**config.mk**
```make
export PLATFORM = sky130hd
export DESIGN_NAME = url_percent_decoder_core_flat
export DESIGN_NICKNAME = d
export VERILOG_FILES = /design/src/sv/upd_pkg.sv /design/src/sv/upd_if.sv /design/src/sv/upd_decoder.sv /design/src/sv/upd_out_queue.sv /design/src/sv/url_percent_decoder_core.sv /design/src/flat_wrapper.sv
export SDC_FILE = /design/constraint.sdc
export NUM_CORES = 1
export LEC_CHECK = 0
export BUFFER_PORTS_ARGS = -buffer_cell sky130_fd_sc_hd__buf_2
export CAP_MARGIN = 15
export CORE_ASPECT_RATIO = 0.7
export CORE_MARGIN = 4
export CORE_UTILIZATION = 60
export DETAILED_ROUTE_END_ITERATION = 6
export GPL_TIMING_DRIVEN = 1
export MAX_ROUTING_LAYER = met4
export PLACE_DENSITY = 0.81
export SLEW_MARGIN = 20
export SYNTH_ARGS = -nofsm -noshare
export SYNTH_HDL_FRONTEND = slang
export SYNTH_SLANG_ARGS = --single-unit
```
**constraint.sdc**
```tcl
create_clock -name clk -period 5.1 [get_ports clk]
set_input_delay 0 -clock clk [delete_from_list [all_inputs] [get_ports clk]]
set_output_delay 0 -clock clk [all_outputs]
set_load 0.03 [all_outputs]
```
**src/sv/upd_pkg.sv**
```systemverilog
// shared types, character constants and hex digit helper for the url percent decoder
// no dependencies; the decoder, the queue and the top level refer to this package

package upd_pkg;

	localparam logic [7:0] PCT_CHAR     = 8'h25;
	localparam logic [7:0] ZERO_CHAR    = 8'h30;
	localparam logic [7:0] NINE_CHAR    = 8'h39;
	localparam logic [7:0] UPPER_A_CHAR = 8'h41;
	localparam logic [7:0] UPPER_F_CHAR = 8'h46;
	localparam logic [7:0] LOWER_A_CHAR = 8'h61;
	localparam logic [7:0] LOWER_F_CHAR = 8'h66;
	localparam logic [3:0] HEX_TEN      = 4'd10;

	localparam int MAX_RESULTS = 3;
	localparam int QUEUE_DEPTH = 8;
	localparam int PTR_W       = $clog2(QUEUE_DEPTH);
	localparam int CNT_W       = $clog2(QUEUE_DEPTH + 1);
	localparam int NRES_W      = $clog2(MAX_RESULTS + 1);

	typedef enum logic [1:0] {
		PEND_NONE  = 2'd0,
		PEND_PCT   = 2'd1,
		PEND_DIGIT = 2'd2
	} pend_t;

	typedef struct packed {
		logic [7:0] in_byte;
		logic       in_final;
	} item_t;

	typedef struct packed {
		logic [7:0] out_byte;
		logic       out_run_last;
		logic       out_string_end;
	} result_t;

	// results of one input word, slot 0 goes out first
	typedef struct packed {
		logic [NRES_W-1:0]            count;
		result_t [MAX_RESULTS-1:0]    slot;
	} burst_t;

	typedef struct packed {
		logic       ok;
		logic [3:0] val;
	} hex_t;

	function automatic hex_t hex_value(input logic [7:0] c);
		hex_t h;
		h.ok  = 1'b0;
		h.val = 4'd0;
		if (c >= ZERO_CHAR && c <= NINE_CHAR) begin
			h.ok  = 1'b1;
			h.val = 4'(c - ZERO_CHAR);
		end else if (c >= UPPER_A_CHAR && c <= UPPER_F_CHAR) begin
			h.ok  = 1'b1;
			h.val = 4'(c - UPPER_A_CHAR) + HEX_TEN;
		end else if (c >= LOWER_A_CHAR && c <= LOWER_F_CHAR) begin
			h.ok  = 1'b1;
			h.val = 4'(c - LOWER_A_CHAR) + HEX_TEN;
		end
		return h;
	endfunction

endpackage

```
**src/sv/upd_if.sv**
```systemverilog
// valid/ready channel interfaces for the url percent decoder
// depends on nothing; input carries encoded bytes, output carries decoded bytes

interface upd_in_if;
	logic       valid;
	logic       ready;
	logic [7:0] in_byte;
	logic       in_final;

	modport source(output valid, in_byte, in_final, input ready);
	modport sink(input valid, in_byte, in_final, output ready);
endinterface

interface upd_out_if;
	logic       valid;
	logic       ready;
	logic [7:0] out_byte;
	logic       out_run_last;
	logic       out_string_end;

	modport source(output valid, out_byte, out_run_last, out_string_end, input ready);
	modport sink(input valid, out_byte, out_run_last, out_string_end, output ready);
endinterface

```
**src/sv/upd_decoder.sv**
```systemverilog
// escape decoder: pending state plus the logic that turns one input word into up to
// three result words; depends on upd_pkg

module upd_decoder (
	input  logic            clk,
	input  logic            arst_n,
	input  logic            advance,
	input  upd_pkg::item_t  item,
	output upd_pkg::burst_t burst
);

	upd_pkg::pend_t pend_q;
	upd_pkg::pend_t pend_d;
	logic [7:0]     held_q;
	logic [7:0]     held_d;

	upd_pkg::hex_t hex_b;
	upd_pkg::hex_t hex_h;
	logic [1:0]    n_pre;
	logic          tail_en;
	logic [7:0]    tail_byte;
	logic          fresh_en;
	logic [upd_pkg::NRES_W-1:0] cnt;

	always_comb begin
		hex_b     = upd_pkg::hex_value(item.in_byte);
		hex_h     = upd_pkg::hex_value(held_q);
		// a lone '%' is held unless the string ends on it
		fresh_en  = !(item.in_byte == upd_pkg::PCT_CHAR && !item.in_final);
		n_pre     = 2'd0;
		tail_en   = fresh_en;
		tail_byte = item.in_byte;
		held_d    = held_q;
		pend_d    = fresh_en ? upd_pkg::PEND_NONE : upd_pkg::PEND_PCT;

		unique case (pend_q)
			upd_pkg::PEND_PCT: begin
				if (hex_b.ok) begin
					if (item.in_final) begin
						n_pre   = 2'd1;
						tail_en = 1'b1;
						pend_d  = upd_pkg::PEND_NONE;
					end else begin
						tail_en = 1'b0;
						held_d  = item.in_byte;
						pend_d  = upd_pkg::PEND_DIGIT;
					end
				end else begin
					n_pre = 2'd1;
				end
			end
			upd_pkg::PEND_DIGIT: begin
				if (hex_h.ok && hex_b.ok &&
				    !(held_q == upd_pkg::ZERO_CHAR && item.in_byte == upd_pkg::ZERO_CHAR)) begin
					tail_en   = 1'b1;
					tail_byte = {hex_h.val, hex_b.val};
					pend_d    = upd_pkg::PEND_NONE;
				end else begin
					n_pre = 2'd2;
				end
			end
			default: begin
			end
		endcase

		if (item.in_final)
			pend_d = upd_pkg::PEND_NONE;

		cnt = upd_pkg::NRES_W'(n_pre) + upd_pkg::NRES_W'(tail_en);

		burst.count = cnt;
		burst.slot[0].out_byte = (n_pre != 2'd0) ? upd_pkg::PCT_CHAR : tail_byte;
		burst.slot[1].out_byte = (n_pre == 2'd2) ? held_q : tail_byte;
		burst.slot[2].out_byte = tail_byte;
		for (int k = 0; k < upd_pkg::MAX_RESULTS; k++) begin
			burst.slot[k].out_run_last   = (cnt == upd_pkg::NRES_W'(k + 1));
			burst.slot[k].out_string_end = (cnt == upd_pkg::NRES_W'(k + 1)) && item.in_final;
		end
	end

	always_ff @(posedge clk or negedge arst_n) begin
		if (!arst_n) begin
			pend_q <= upd_pkg::PEND_NONE;
			held_q <= 8'd0;
		end else if (advance) begin
			pend_q <= pend_d;
			held_q <= held_d;
		end
	end

endmodule

```
**src/sv/upd_out_queue.sv**
```systemverilog
// result queue: takes up to three words per cycle, gives one word per cycle while dec is ready
// depends on upd_pkg and upd_out_if

module upd_out_queue (
	input  logic              clk,
	input  logic              arst_n,
	input  logic              push,
	input  upd_pkg::burst_t   burst,
	output logic              room,
	upd_out_if.source         dec
);

	upd_pkg::result_t             entry_q [upd_pkg::QUEUE_DEPTH];
	logic [upd_pkg::PTR_W-1:0]    wr_ptr_q;
	logic [upd_pkg::PTR_W-1:0]    rd_ptr_q;
	logic [upd_pkg::CNT_W-1:0]    count_q;
	logic                         pop;
	logic [upd_pkg::CNT_W-1:0]    push_n;

	assign pop    = dec.valid && dec.ready;
	assign push_n = push ? upd_pkg::CNT_W'(burst.count) : '0;

	// room for a full burst once this cycle's pop is counted
	assign room = (count_q <= upd_pkg::CNT_W'(upd_pkg::QUEUE_DEPTH - upd_pkg::MAX_RESULTS)) ||
	              (pop && count_q <= upd_pkg::CNT_W'(upd_pkg::QUEUE_DEPTH - upd_pkg::MAX_RESULTS + 1));

	assign dec.valid          = (count_q != '0);
	assign dec.out_byte       = entry_q[rd_ptr_q].out_byte;
	assign dec.out_run_last   = entry_q[rd_ptr_q].out_run_last;
	assign dec.out_string_end = entry_q[rd_ptr_q].out_string_end;

	always_ff @(posedge clk) begin
		if (push) begin
			for (int k = 0; k < upd_pkg::MAX_RESULTS; k++) begin
				if (upd_pkg::NRES_W'(k) < burst.count)
					entry_q[wr_ptr_q + upd_pkg::PTR_W'(k)] <= burst.slot[k];
			end
		end
	end

	always_ff @(posedge clk or negedge arst_n) begin
		if (!arst_n) begin
			wr_ptr_q <= '0;
			rd_ptr_q <= '0;
			count_q  <= '0;
		end else begin
			wr_ptr_q <= wr_ptr_q + upd_pkg::PTR_W'(push_n);
			if (pop)
				rd_ptr_q <= rd_ptr_q + upd_pkg::PTR_W'(1);
			count_q <= count_q + push_n - upd_pkg::CNT_W'(pop);
		end
	end

endmodule

```
**src/sv/url_percent_decoder_core.sv**
```systemverilog
// top level of the url percent decoder: input register, escape decoder, result queue
// depends on upd_pkg, upd_if, upd_decoder and upd_out_queue

// Decodes a URL percent-encoded byte string, one encoded byte per cycle while the
// queue has room. A word accepted on enc is registered, decoded once the queue has
// room for its burst, and its zero to three result words enter an eight-word queue
// that feeds dec one word per cycle while dec is ready. "%00" stays literal, broken
// escapes are passed through unchanged, and a pending '%' or digit is flushed on the
// word marked in_final. A result reaches dec through the input register and the queue.
// Input stalls only while the queue lacks room for a full burst of three words, which
// is set by the downstream rate on dec.

module url_percent_decoder_core (
	input  logic      clk,
	input  logic      arst_n,
	upd_in_if.sink    enc,
	upd_out_if.source dec
);

	logic            valid_s1;
	upd_pkg::item_t  item_s1;
	logic            advance;
	logic            room;
	upd_pkg::burst_t burst;

	assign advance   = valid_s1 && room;
	assign enc.ready = !valid_s1 || advance;

	always_ff @(posedge clk or negedge arst_n) begin
		if (!arst_n) begin
			valid_s1 <= 1'b0;
		end else if (enc.ready) begin
			valid_s1 <= enc.valid;
		end
	end

	always_ff @(posedge clk) begin
		if (enc.ready && enc.valid) begin
			item_s1.in_byte  <= enc.in_byte;
			item_s1.in_final <= enc.in_final;
		end
	end

	upd_decoder u_decoder (
		.clk    (clk),
		.arst_n (arst_n),
		.advance(advance),
		.item   (item_s1),
		.burst  (burst)
	);

	upd_out_queue u_queue (
		.clk    (clk),
		.arst_n (arst_n),
		.push   (advance),
		.burst  (burst),
		.room   (room),
		.dec    (dec)
	);

endmodule
```
**src/flat_wrapper.sv**
```systemverilog
// flat-port wrapper written by rule: the top's interface ports become plain ports
module url_percent_decoder_core_flat 
  (clk, arst_n, enc_valid, enc_in_byte, enc_in_final, enc_ready, dec_valid, dec_out_byte, dec_out_run_last, dec_out_string_end, dec_ready);
  upd_in_if enc_i ();
  upd_out_if dec_i ();
  input  logic clk;
  input  logic arst_n;
  input wire logic [$bits(enc_i.valid)-1:0] enc_valid;
  input wire logic [$bits(enc_i.in_byte)-1:0] enc_in_byte;
  input wire logic [$bits(enc_i.in_final)-1:0] enc_in_final;
  output wire logic [$bits(enc_i.ready)-1:0] enc_ready;
  output wire logic [$bits(dec_i.valid)-1:0] dec_valid;
  output wire logic [$bits(dec_i.out_byte)-1:0] dec_out_byte;
  output wire logic [$bits(dec_i.out_run_last)-1:0] dec_out_run_last;
  output wire logic [$bits(dec_i.out_string_end)-1:0] dec_out_string_end;
  input wire logic [$bits(dec_i.ready)-1:0] dec_ready;
  assign enc_i.valid = enc_valid;
  assign enc_i.in_byte = enc_in_byte;
  assign enc_i.in_final = enc_in_final;
  assign enc_ready = enc_i.ready;
  assign dec_valid = dec_i.valid;
  assign dec_out_byte = dec_i.out_byte;
  assign dec_out_run_last = dec_i.out_run_last;
  assign dec_out_string_end = dec_i.out_string_end;
  assign dec_i.ready = dec_ready;
  url_percent_decoder_core u_core (.clk(clk), .arst_n(arst_n), .enc(enc_i), .dec(dec_i));
endmodule
```
======== After elaboration in Yosys (flattened, before gate mapping) ========
Memory sizes are Yosys's and may differ from the RTL's.
Index checks and enable logic that the tools add are counted.
cells by class
  bitwise gates (word level) .............. 1
  muxes and demuxes ....................... 33
  reductions and logical operators ........ 26
  add/subtract/negate cells ............... 17
  magnitude comparators ................... 17
  equality and inequality tests ........... 9
operators by type and width
  cell                                                               number
  greater-or-equal comparator 8 x 7 -> 1 bit, second input constant  4
  less-or-equal comparator 8 x 7 -> 1 bit, second input constant     4
  two-way mux 8 bit                                                  4
  two-way mux 5 bit                                                  6
  equality test 8 x 6 -> 1 bit, second input constant                3
  subtractor 4 x 1 -> 4 bit, second input constant                   6
  logical AND 1 bit                                                  17
  adder 4 bit, second input constant                                 4
  greater-or-equal comparator 8 x 6 -> 1 bit, second input constant  2
  less-or-equal comparator 8 x 6 -> 1 bit, second input constant     2
  two-way mux 1 bit                                                  15
  two-way mux 2 bit                                                  5
  equality test 2 bit, second input constant                         4
  less-or-equal comparator 4 x 3 -> 1 bit, second input constant     2
  case mux 2 bit (2 select lines)                                    2
  adder 3 x 1 -> 3 bit, second input constant                        2
  adder 4 x 2 -> 4 bit                                               1
  equality test 2 x 1 -> 1 bit, second input constant                2
  logical NOT 1 bit                                                  4
  less-than comparator 1 x 2 -> 1 bit, first input constant          2
  AND reduction 4 bit                                                1
  nonzero test 4 bit                                                 1
  subtractor 4 x 1 -> 4 bit                                          1
  adder 3 x 2 -> 3 bit                                               1
  7 further kinds                                                    8
storage, ports and cells
  memories kept ........................... 1
  register bits ........................... 30
  memory bits (writable) .................. 80
memory list
  memory                  words  bits a word  read ports  clocked after Yosys merged registers in  write ports  RTL line             RTL
  u_core.u_queue.entry_q  8      10           1           0                                        3            upd_out_queue.sv:13  upd_pkg::result_t entry_q [upd_pkg::QUEUE_DEPTH];

======== Depth between registers and ports, before layout ========
Gate-level depths: netlist (run 1).
  depth in word-level cells ............... 14
  mapped depth ............................ 19

======== Cells and area by module ========
A second synthesis (run 1) with hierarchy kept.
second synthesis, totals
  cells, all modules ...................... 757
  area total of the unflattened synthesis .. 7448.4 um^2
by module, submodules not included
  module                    cells an instance  seq. area each (um^2)  area each (um^2)  times used
  upd_out_queue             615                2652.5                 5962.0            1
  upd_decoder               128                250.2                  1156.1            1
  url_percent_decoder_core  14                 295.3                  330.3             1

======== Worst setup path after synthesis (run 1) ========
Ideal clock, no wire load.
  kind .................................... reg-to-reg
  start point ............................. register u_core.item_s1[2] (netlist bit)
  end point ............................... memory u_core.u_queue.entry_q[4][0] (netlist bit) (enable)
  period minus slack after synthesis ...... 4507 ps
  setup slack ............................. 593 ps
  stages on the path, launching flop included .. 15
  data required time ...................... 4685 ps
  arrival time ............................ 4093 ps
  cells stage by stage .................... edfxtp_1 inv_1 ha_1 o21bai_1 a21boi_1 a21oi_1 o21ai_1 inv_1 o31a_1 ha_1 nand2b_1 o21a_1 nand3_1 nor2_1 o311ai_0
RTL lines
  item         RTL line                        RTL
  from (decl)  url_percent_decoder_core.sv:21  upd_pkg::item_t item_s1;
  to (decl)    upd_out_queue.sv:13

======== Worst setup path after layout (run 1) ========
  start point ............................. register u_core.item_s1[2] (netlist bit)
  end point ............................... register u_core.u_queue.count_q[3] (netlist bit)
between the ends
  longest elaborated chain between the ends .. 13
  elaborated cells on any way between the ends .. 30
  those cells by class .................... 3 x add/sub; 6 x order compare; 2 x eq/ne; 10 x mux; 9 x reduce/logical
ends and longest elaborated chain
  item                                                                                                   RTL line             RTL
  greater-or-equal comparator 8 x 7 -> 1 bit or less-or-equal comparator 8 x 7 -> 1 bit (tied branches)  upd_pkg.sv:59        end else if (c >= LOWER_A_CHAR && c <= LOWER_F_CHAR) begin
  logical AND 1 bit                                                                                      upd_pkg.sv:59
  two-way mux 5 bit                                                                                      upd_pkg.sv:59
  two-way mux 5 bit                                                                                      upd_pkg.sv:56        end else if (c >= UPPER_A_CHAR && c <= UPPER_F_CHAR) begin
  two-way mux 5 bit                                                                                      upd_pkg.sv:53        if (c >= ZERO_CHAR && c <= NINE_CHAR) begin
  logical AND 1 bit (2 in series)                                                                        upd_decoder.sv:53    if (hex_h.ok && hex_b.ok &&
  two-way mux 1 bit or two-way mux 2 bit (tied branches)                                                 upd_decoder.sv:53
  case mux 1 bit (2 select lines) or case mux 2 bit (2 select lines) (tied branches)                     upd_decoder.sv:36    unique case (pend_q)
  adder 2 x 1 -> 2 bit (*)                                                                               upd_decoder.sv:69    cnt = upd_pkg::NRES_W'(n_pre) + upd_pkg::NRES_W'(tail_en);
  two-way mux 2 bit (*)                                                                                  upd_out_queue.sv:21  assign push_n = push ? upd_pkg::CNT_W'(burst.count) : '0;
  adder 4 x 2 -> 4 bit (*)                                                                               upd_out_queue.sv:50  count_q <= count_q + push_n - upd_pkg::CNT_W'(pop);
  subtractor 4 x 1 -> 4 bit (*)                                                                          upd_out_queue.sv:50
  to (signal assigned)                                                                                   upd_out_queue.sv:50
  to (decl)                                                                                              upd_out_queue.sv:16  logic [upd_pkg::CNT_W-1:0] count_q;
Mark *: on every way between the ends. The rest lies on a longest branch, timed or not.
A chain may end at the register's enable or synchronous reset.

==> results of run 1 <==
-- sequential cells by signal (all words and copies together) (netlist names) --
register	flops
u_core.valid_s1	1
u_core.u_decoder.held_q	8
u_core.item_s1	9
u_core.u_queue.count_q	4
u_core.u_queue.entry_q	80
u_core.u_decoder.pend_q	2
u_core.u_queue.rd_ptr_q	3
u_core.u_queue.wr_ptr_q	3
-- logic make-up after synthesis --
kind of cell	Yosys count	share of synthesized area (%)
adder cells (fa/ha/maj)	22	4.57
multiplexers	43	11.4
buffers and inverters	47	3.02
XOR/XNOR	10	1.38
flip-flops	110	50.4
AO/OA/AOI/OAI	151	17.8
AND/OR/NAND/NOR	139	11.5
-- cells in the final DEF (no fill, tap or decap), types with 4 or more instances in the layout --
cell | synthesis | layout
a22oi_1 | 24 | 24
nand2b_1 | 9 | 9
buf_2 | 6 | 24
nand3_1 | 21 | 21
ha_1 | 20 | 20
o22ai_1 | 38 | 38
xnor2_1 | 7 | 7
clkbuf_16 | 0 | 9
o221ai_1 | 5 | 5
buf_4 | 0 | 14
dfrtp_1 | 21 | 21
mux4_2 | 20 | 20
nor2b_1 | 4 | 4
a21oi_1 | 5 | 5
a21boi_0 | 7 | 7
nand2_1 | 31 | 31
edfxtp_1 | 89 | 89
o21ai_0 | 17 | 17
mux2_2 | 19 | 19
o21a_1 | 4 | 4
o22a_1 | 5 | 5
or3_1 | 7 | 7
a21boi_1 | 4 | 4
nor3_1 | 8 | 8
o211ai_1 | 4 | 4
dlygate4sd3_1 | 0 | 12
nor2_1 | 30 | 30
inv_1 | 26 | 26
-- power groups by stage --
stage | registers, mW | clock network [mW] | logic (mW)
CTS | 1.39 | 0.718 | 1.56
global route | 1.42 | 0.757 | 1.70
floorplan | 1.29 | 0 | 1.18
global placement | 1.40 | 0 | 1.52
detailed placement | 1.41 | 0 | 1.54
finish | 1.40 | 0.714 | 1.58
-- timing repair --
| action | in CTS | in global routing |
|---|---|---|
| hold buffers | 12 | 0 |
| hold endpoints to repair | 32 | 0 |
| buffers inserted | 0 | 0 |
| setup endpoints to repair | 0 | 9 |
| gates resized for setup | 0 | 1 |
-- final cells by class --
cell class | count | area [um^2]
flip-flops and latches | 110 | 3200
clock buffers | 9 | 225
clock inverters | 7 | 83.8
repair buffers | 50 | 345
multi-input cells | 365 | 2960
fillers | 710 | 3240
inverters | 26 | 97.6
well taps | 132 | 165
-- path summary, 6_finish.rpt --
kind / from / to / slack [ns] / cells past startpoint
setup reg to reg: u_core.item_s1[2] / u_core.u_queue.count_q[3] / 0.45 / 19
max in group asynchronous: arst_n / u_core.valid_s1 / 4.61 / 2
hold / removal: arst_n / u_core.u_queue.count_q[2] / 0.15 / 2
setup / recovery: u_core.item_s1[2] / u_core.u_queue.count_q[3] / 0.45 / 19
hold reg to reg: u_core.valid_s1 / u_core.valid_s1 / 0.53 / 2
min in group clk: enc_in_byte[6] / u_core.item_s1[7] / 0.36 / 2
-- cells in the mapped netlist (all sizes together) (4+ instances only) --
master / count / area share (%)
inv: 26 / 1.5
nor2b: 4 / 0.39
or3: 7 / 0.69
o21a: 5 / 0.71
edfxtp: 89 / 42
mux2: 20 / 3.6
a22oi: 24 / 2.8
xnor2: 7 / 0.97
o211ai: 4 / 0.47
nor3: 9 / 0.79
a21boi: 11 / 1.3
o21ai: 19 / 1.5
nor2: 31 / 1.9
buf: 9 / 0.77
o31ai: 4 / 0.69
o22a: 5 / 0.69
o221ai: 5 / 0.69
ha: 20 / 3.9
nand2b: 9 / 0.89
mux4: 20 / 7.1
clkbuf: 12 / 0.71
nand3: 22 / 1.8
o22ai: 38 / 3.7
dfrtp: 21 / 8.3
a21oi: 5 / 0.39
nand2: 31 / 1.8
-- layer usage --
layer	vias to the layer above	global-route usage, %
met4	0	8.82
met3	40	8.47
met5	-	-
met2	365	43.4
met1	2391	43.7
li1	2158	-
==> impl_metrics.yaml, run 1 <==
outcome:
  status: "finished, final reports clean"
critical_path:
  crit_arrival_ns: 4.93
  cpPeakStageDelay_ns: 0.51
  crit_top_cell: "ha_1"
  critical_path.max_fanout: 10
  path_delay_family: "compound AO/OA/AOI/OAI gates"
  cp_slowest_cell: "edfxtp_1"
  crit_required_ns: 5.38
  end_kind: "flop"
  worstPathCellList: "inv_1, ha_1, o21bai_1, a21boi_1, a21oi_1, o21ai_2, inv_1, o31a_1, ha_1, nand2b_1, nand2b_1, nand3_1, nand2_1, ha_1, inv_1, ha_1, a21o_1, a21oi_1, xor2_1"
  critPathLaunchType: "flop"
  cp_num_buf_inv: 3
  setup.worst_path.class: "reg2reg"
routing:
  vias: 4954
  met2_length_um: 7690
  met1_length_um: 7240
  wl_per_cell_um: 25.0
  avgViaCountPerCell: 7.09
  dr_wl_met3_um: 2250
  dr.first_iter.drc_count: 800
  drt_pass1_iterations: 6
  drc: 0
  ant_nets: 0
  routed_wl_um: 17500
  top_layer: "met4"
synth:
  synth_warnings: 0
  netlist_instances: 522
  syn_avg_cell_area_um2: 12.2
  synthesis.nets: 557
  ys_ff_latch: 110
  netlist_area_mm2: 0.00635
  async_reset_ff_share_pct: 19.1
  seq_area_frac_synth_pct: 50.4
  synth-edff-count: 89
  synthDistinctLibCells: 75
  yosys_most_used_dff: "edfxtp_1"
sta:
  fin_crit_sh_pct: 91.2
  final.setup.tns_ns: 0
  fmax_ghz: 0.215
  skew_ns: 0.00458
  final_hold_viol_count: 0
  relSlewSlack_pct: 29.1
  worst_slew_pin_slew_ns: 1.06
  final.setup.worst_slack_ns: 0.446
  fin_hold_ws_ns: 0.146
  rsz0062_at_grt: "no"
  fin_crit_ns: 4.65
  slew_viol_final: 0
  finalSetupViolCount: 0
pwr:
  combPwrFrac_pct: 42.8
  p_int_mw: 2.16
  ir_worst_vdd_mv: 0.372
  p_per_area_mw_per_mm2: 523
  p_sw_mw: 1.54
  finalPower_mw: 3.70
  p_sw_share_pct: 41.7
  pwr-share-seq_pct: 37.9
  clkPwrFrac_pct: 19.3
  total_leakage_power_nw: 2.49
clocking:
  cts_root_buf: "clkbuf_16"
  clkLatencyLatePin_ns: 0.35
  clk_path_buf_depth: 2
  cts_tree: "yes"
  clock_sinks: 110
  htree_num_levels: 3
  cts_buffers: 9
  clkSlewWorstSetupHoldPaths_ns: 0.08
die:
  fp.dieW_um: 131
  die_h_um: 94.1
  die-area_mm2: 0.0123
  boundaryPins: 25
  core_area_mm2: 0.0103
  rows: 31
  start_util_pct: 61.5
finish:
  num_antenna_cells: 0
  finalInstanceArea_mm2: 0.00708
  nets: 597
  fin_util_pct: 68.6
  syn_to_final_growth_pct: 11.5
  layout.cells.non_filler: 699
  layout-drive-gt1-share_pct: 19.8
placed_design:
  pre_cts_slack_ns: 0.429
  hpwl_um: 12500
  port_buffers: 24
  place_congestion: 1.01
  dp.cells: 671
  dpl_cell_area_mm2: 0.00665
grt:
  grt_pass1_vias: 4793
  grt_overflow: 0
  grt_pass1_wl_um: 27100
  grt_max_degree: 23
  grtUsageTotal_pct: 30.7
  antenna_found_initial: 0
min_path:
  holdCritPathClass: "in2async"
job:
  maxCapViolCount: 0
No activity file was read; power rests on OpenSTA's default activity.
==> run 2: changes to the inputs <==
Settings changed: CORE_UTILIZATION 60 to 50, GPL_TIMING_DRIVEN 1 to 0, PLACE_DENSITY 0.81 to 0.7.
==> run 2 against run 1 <==
Cell area rose by 1.6%. Register-to-register slack lost 0.04 ns. First-iteration DRC count fell by 18%. Highest routed layer unchanged.
==> impl_metrics.yaml, run 2 (same netlist as run 1, synthesis figures left out) <==
outcome:
  status: "finished, final reports clean"
min_path:
  holdCritPathClass: "in2async"
die:
  start_util_pct: 51.1
  boundaryPins: 25
  rows: 34
  fp.dieW_um: 143
  die-area_mm2: 0.0146
  core_area_mm2: 0.0124
  die_h_um: 102
sta:
  worst_slew_pin_slew_ns: 1.03
  rsz0062_at_grt: "no"
  slew_viol_final: 0
  fmax_ghz: 0.213
  skew_ns: 0.00634
  final.setup.worst_slack_ns: 0.402
  fin_crit_sh_pct: 92.1
  finalSetupViolCount: 0
  fin_crit_ns: 4.70
  fin_hold_ws_ns: 0.151
  final_hold_viol_count: 0
  relSlewSlack_pct: 31.2
grt:
  grt_overflow: 0
  grtUsageTotal_pct: 26.2
  grt_pass1_vias: 4719
  grt_max_degree: 22
  grt_pass1_wl_um: 27500
  antenna_found_initial: 0
critical_path:
  cp_num_cells: 13
  critPathLaunchType: "flop"
  cp_slowest_cell: "a21boi_0"
  reg2regPathDepth: 13
  crit_required_ns: 5.10
  setup.worst_path.class: "reg2reg"
  cp_num_buf_inv: 2
  end_kind: "flop"
  crit_arrival_ns: 4.69
  cpPeakStageDelay_ns: 0.86
  path_delay_family: "compound AO/OA/AOI/OAI gates"
  worstPathCellList: "inv_1, ha_1, o311a_1, a21oi_1, o21ai_4, inv_1, o31a_1, ha_1, nand2b_1, nand2b_1, nand3_2, a21boi_0, o21ai_2"
  critical_path.max_fanout: 10
placed_design:
  hpwl_um: 13100
  pre_cts_slack_ns: 0.0658
  place_congestion: 1.02
  port_buffers: 24
routing:
  wl_per_cell_um: 24.4
  dr.first_iter.drc_count: 658
  routed_wl_um: 18100
  ant_nets: 0
  drc: 0
  drt_pass1_iterations: 6
  vias: 5073
  avgViaCountPerCell: 6.86
clocking:
  clkSlewWorstSetupHoldPaths_ns: 0.08
  cts_tree: "yes"
  cts_buffers: 9
  clkLatencyLatePin_ns: 0.35
  cts_root_buf: "clkbuf_16"
  clk_path_buf_depth: 2
  htree_num_levels: 3
  post_cts_buffers: 0
  clock_sinks: 110
finish:
  syn_to_final_growth_pct: 13.3
  num_antenna_cells: 0
  nets: 607
  nFillCells: 1030
  layout-drive-gt1-share_pct: 20.3
  largest_reg_flops: 80
  final_common_cell: "edfxtp_1"
  regMostFlops: "u_core.u_queue.entry_q"
  final_cell_mix: "89 x edfxtp_1, 38 x o22ai_1, 31 x nand2_1, 30 x nor2_1, 30 x buf_2"
  reg_top3: "u_core.u_queue.entry_q (80), u_core.item_s1 (9), u_core.u_decoder.held_q (8)"
pwr:
  total_leakage_power_nw: 2.50
  p_per_area_mw_per_mm2: 520
  ir_worst_vdd_mv: 0.406
job:
  maxCapViolCount: 0
run 2: cell types whose count changed in the layout (fill, tap and decap cells not counted), moves of 3 or more:
| cell | previous run | this run |
|---|---|---|
| clkbuf_1 | 0 | 12 |
| buf_4 | 14 | 3 |
| o21ai_0 | 17 | 14 |
| inv_6 | 0 | 3 |
| buf_2 | 24 | 30 |
run 2: worst reg2reg max path, cell delays in order, from the launching register on:
cell and delay (ns):
edfxtp_1 0.49, inv_1 0.13, ha_1 0.23, o311a_1 0.38, a21oi_1 0.35, o21ai_4 0.15, inv_1 0.17, o31a_1 0.14
ha_1 0.27, nand2b_1 0.19, nand2b_1 0.25, nand3_2 0.26, a21boi_0 0.86, o21ai_2 0.45
run 2: routing by layer:
layer | track usage, % | vias up | part of all wire (%)
met2 | 37.0 | 351 | 43
met5 | - | - | 0
met4 | 6.43 | 0 | 2.1
met1 | 38.6 | 2497 | 44
met3 | 5.89 | 47 | 12
li1 | - | 2178 | -
run 2: path summary, 6_finish.rpt:
check | to | slack [ns] | startpoint
max | u_core.u_queue.entry_q[6][4] | 0.40 | u_core.item_s1[2]
min | u_core.u_queue.wr_ptr_q[0] | 0.15 | arst_n
max reg2reg | u_core.u_queue.entry_q[6][4] | 0.40 | u_core.item_s1[2]
min reg2reg | u_core.valid_s1 | 0.51 | u_core.valid_s1
max in group asynchronous | u_core.u_queue.count_q[2] | 4.59 | arst_n
min in group clk | u_core.item_s1[0] | 0.36 | enc_in_final
run 2: repair_timing:
action                     4_1_cts  5_1_grt
hold endpoints to repair        32        0
setup endpoints to repair        0       78
resized for setup                0        5
hold buffers                    12        0
run 2: final cells by class:
| cell class | count | area, um^2 | share of cell area (%) |
|---|---|---|---|
| Buffer | 21 | 93.8 | 1.30 |
| Clock buffer | 9 | 225 | 3.13 |
| Clock inverter | 7 | 78.8 | 1.10 |
| Inverter | 26 | 97.6 | 1.36 |
| Multi-Input combinational cell | 365 | 3030 | 42.2 |
| Sequential cell | 110 | 3200 | 44.5 |
| Tap cell | 162 | 203 | 2.82 |
| Timing Repair Buffer | 39 | 263 | 3.65 |
run 2: per-stage QoR:
| step | util [%] | area [um^2] | power, mW | setup TNS, ns | cells |
|---|---|---|---|---|---|
| 2_1_floorplan | - | 6350 | 2.47 | 0 | 522 |
| 3_3_place_gp | 53.7 | 6670 | 2.91 | -46.25 | 708 |
| 3_5_place_dp | 54.2 | 6730 | 2.98 | 0 | 711 |
| 4_1_cts | 57.6 | 7160 | 3.71 | 0 | 739 |
| 5_1_grt | 57.9 | 7190 | 3.93 | 0 | 739 |
| 6_report | 57.9 | 7190 | 3.74 | 0 | 739 |
run 2: power by group:
part	total, mW	switching (mW)	internal (mW)
clock	0.734	0.345	0.389
combinational	1.70	1.09	0.607
sequential	1.31	0.105	1.20
total	3.74	1.54	2.20
==> run 3: changes to the inputs <==
Settings changed: CORE_UTILIZATION 50 to 60, PLACE_DENSITY 0.7 to 0.81.
Clock period 5.1 ns to 6.1 ns, I/O delays scaled along.
==> run 3 against run 2 <==
Flip-flop and latch count stayed put. Sequential share of layout area is 0.43 points higher. Via count is 2.1% lower. Largest cell class unchanged. Largest power group unchanged.
==> impl_metrics.yaml, run 3 (same netlist as run 1, synthesis figures left out) <==
outcome:
  status: "finished, final reports clean"
sta:
  finalSetupViolCount: 0
  slew_viol_final: 0
  fmax_ghz: 0.195
  relSlewSlack_pct: 31.4
  skew_ns: 0.00844
  fin_crit_sh_pct: 84.2
  fin_crit_ns: 5.14
  final_hold_viol_count: 0
  final.setup.tns_ns: 0
  worst_slew_pin_slew_ns: 1.02
  rsz0062_at_grt: "no"
die:
  core_area_mm2: 0.0103
  die_h_um: 94.1
  boundaryPins: 25
  start_util_pct: 61.5
  rows: 31
  fp.dieW_um: 131
  die-area_mm2: 0.0123
clocking:
  cts_root_buf: "clkbuf_16"
  clock_sinks: 110
  clkLatencyLatePin_ns: 0.35
  htree_num_levels: 3
  clkSlewWorstSetupHoldPaths_ns: 0.08
  post_cts_buffers: 0
  cts_buffers: 9
  postCtsResizedCells: 0
  cts_tree: "yes"
  hold_buffers: 12
  clk_path_buf_depth: 2
pwr:
  pwr-share-seq_pct: 35.4
  p_sw_mw: 1.28
  p_int_mw: 1.80
  p_per_area_mw_per_mm2: 433
  clkPwrFrac_pct: 18.6
  p_sw_share_pct: 41.5
  combPwrFrac_pct: 46.0
  ir_worst_vdd_mv: 0.245
  total_leakage_power_nw: 2.49
grt:
  grt_pass1_wl_um: 26800
  antenna_found_initial: 0
  grt_pass1_vias: 4674
  grt_overflow: 0
  grt_max_degree: 22
  grtUsageTotal_pct: 30.3
routing:
  dr.first_iter.drc_count: 849
  drt_pass1_iterations: 6
  ant_nets: 0
  drc: 0
  vias: 4964
  wl_per_cell_um: 24.4
  routed_wl_um: 17300
  avgViaCountPerCell: 6.99
critical_path:
  r2r-start: "u_core.item_s1[1]"
  critical_path.max_fanout: 10
  cp_slowest_cell: "o21ai_1"
  crit_required_ns: 6.38
  startpoint: "u_core.item_s1[1]"
  r2r_setup_slack_ns: 0.96
  worstPathCellList: "inv_1, ha_1, nor2_1, o211ai_1, a21oi_1, o21ai_1, inv_1, o31a_1, ha_1, nand2b_1, nand2b_1, nand3_1, nand2_1, ha_1, inv_1, ha_1, a21o_1, a21oi_1, xor2_1"
  setup.worst_path.class: "reg2reg"
  crit_arrival_ns: 5.42
  setup.worst_path.end: "u_core.u_queue.count_q[3]"
  critPathLaunchType: "flop"
  r2r-end: "u_core.u_queue.count_q[3]"
  crit_top_cell: "ha_1"
  end_kind: "flop"
  cpPeakStageDelay_ns: 0.58
  reg2regPathDepth: 19
finish:
  final_cell_mix: "89 x edfxtp_1, 38 x o22ai_1, 31 x nand2_1, 30 x nor2_1, 30 x buf_2"
  reg_top3: "u_core.u_queue.entry_q (80), u_core.item_s1 (9), u_core.u_decoder.held_q (8)"
  finalInstanceArea_mm2: 0.00712
  syn_to_final_growth_pct: 12.2
  largest_reg_flops: 80
  seqCellArea_mm2: 0.00320
  nFillCells: 761
  layout-drive-gt1-share_pct: 19.6
  multi_input_area_mm2: 0.00300
  nets: 608
  regMostFlops: "u_core.u_queue.entry_q"
  num_antenna_cells: 0
  final_common_cell: "edfxtp_1"
placed_design:
  dpl_cell_area_mm2: 0.00671
  port_buffers: 24
  hpwl_um: 12800
  place_congestion: 0.992
job:
  maxCapViolCount: 0
min_path:
  holdCritPathClass: "in2async"
[run 3: worst max-delay path, delay by kind of cell, from the launching register on]
kind            cells  cell delay, ns
compound gates      6            1.66
simple gates        5            1.16
fa+ha+maj           4            1.13
flops               1            0.51
buf+inv             3            0.44
xor+xnor            1            0.16
[run 3: routing by layer]
metal	share of wire, %	routed length, um	global-route usage [%]
met5	0	0	-
met4	1.6	275	6.68
met3	13	2250	8.07
met2	43	7440	41.8
met1	42	7340	45.2
[run 3: worst min path at each step]
| stage | start | to | slack, ns | depth (start not counted) |
|---|---|---|---|---|
| 2_1_floorplan | arst_n | u_core.u_decoder.held_q[0] | -0.30 | 0 |
| 5_1_grt | arst_n | u_core.u_queue.rd_ptr_q[0] | 0.20 | 2 |
| 4_1_cts | arst_n | u_core.u_queue.rd_ptr_q[0] | 0.15 | 2 |
| 3_3_place_gp | arst_n | u_core.u_queue.count_q[3] | -0.01 | 1 |
| 6_report | arst_n | u_core.u_queue.rd_ptr_q[2] | 0.13 | 2 |
| 3_5_place_dp | arst_n | u_core.u_queue.rd_ptr_q[0] | -0.005 | 1 |
[run 3: layout make-up]
type,instances,share of cell area (%)
Buffer,21,1.32
Clock buffer,10,3.21
Clock inverter,6,0.878
Inverter,26,1.37
Multi-Input combinational cell,365,42.1
Sequential cell,110,44.9
Tap cell,132,2.32
Timing Repair Buffer,40,3.90
[run 3: metrics by stage]
stage	setup slack [ns]	util, %	std cells	power, mW	hold WS [ns]
floorplan	1.59	-	522	2.07	-0.296
global placement	-0.458	64.3	678	2.43	-0.0118
detailed placement	1.12	65.0	682	2.49	-0.00540
CTS	1.09	69.0	710	3.07	0.148
global route	0.696	69.0	710	3.25	0.195
finish	0.964	69.0	710	3.08	0.134
[run 3: power by group through the flow]
stage / registers (mW) / clock network, mW / logic, mW
CTS: 1.09 / 0.581 / 1.40
floorplan: 1.08 / 0 / 0.990
detailed placement: 1.11 / 0 / 1.39
global route: 1.11 / 0.617 / 1.53
finish: 1.09 / 0.575 / 1.42
global placement: 1.10 / 0 / 1.33
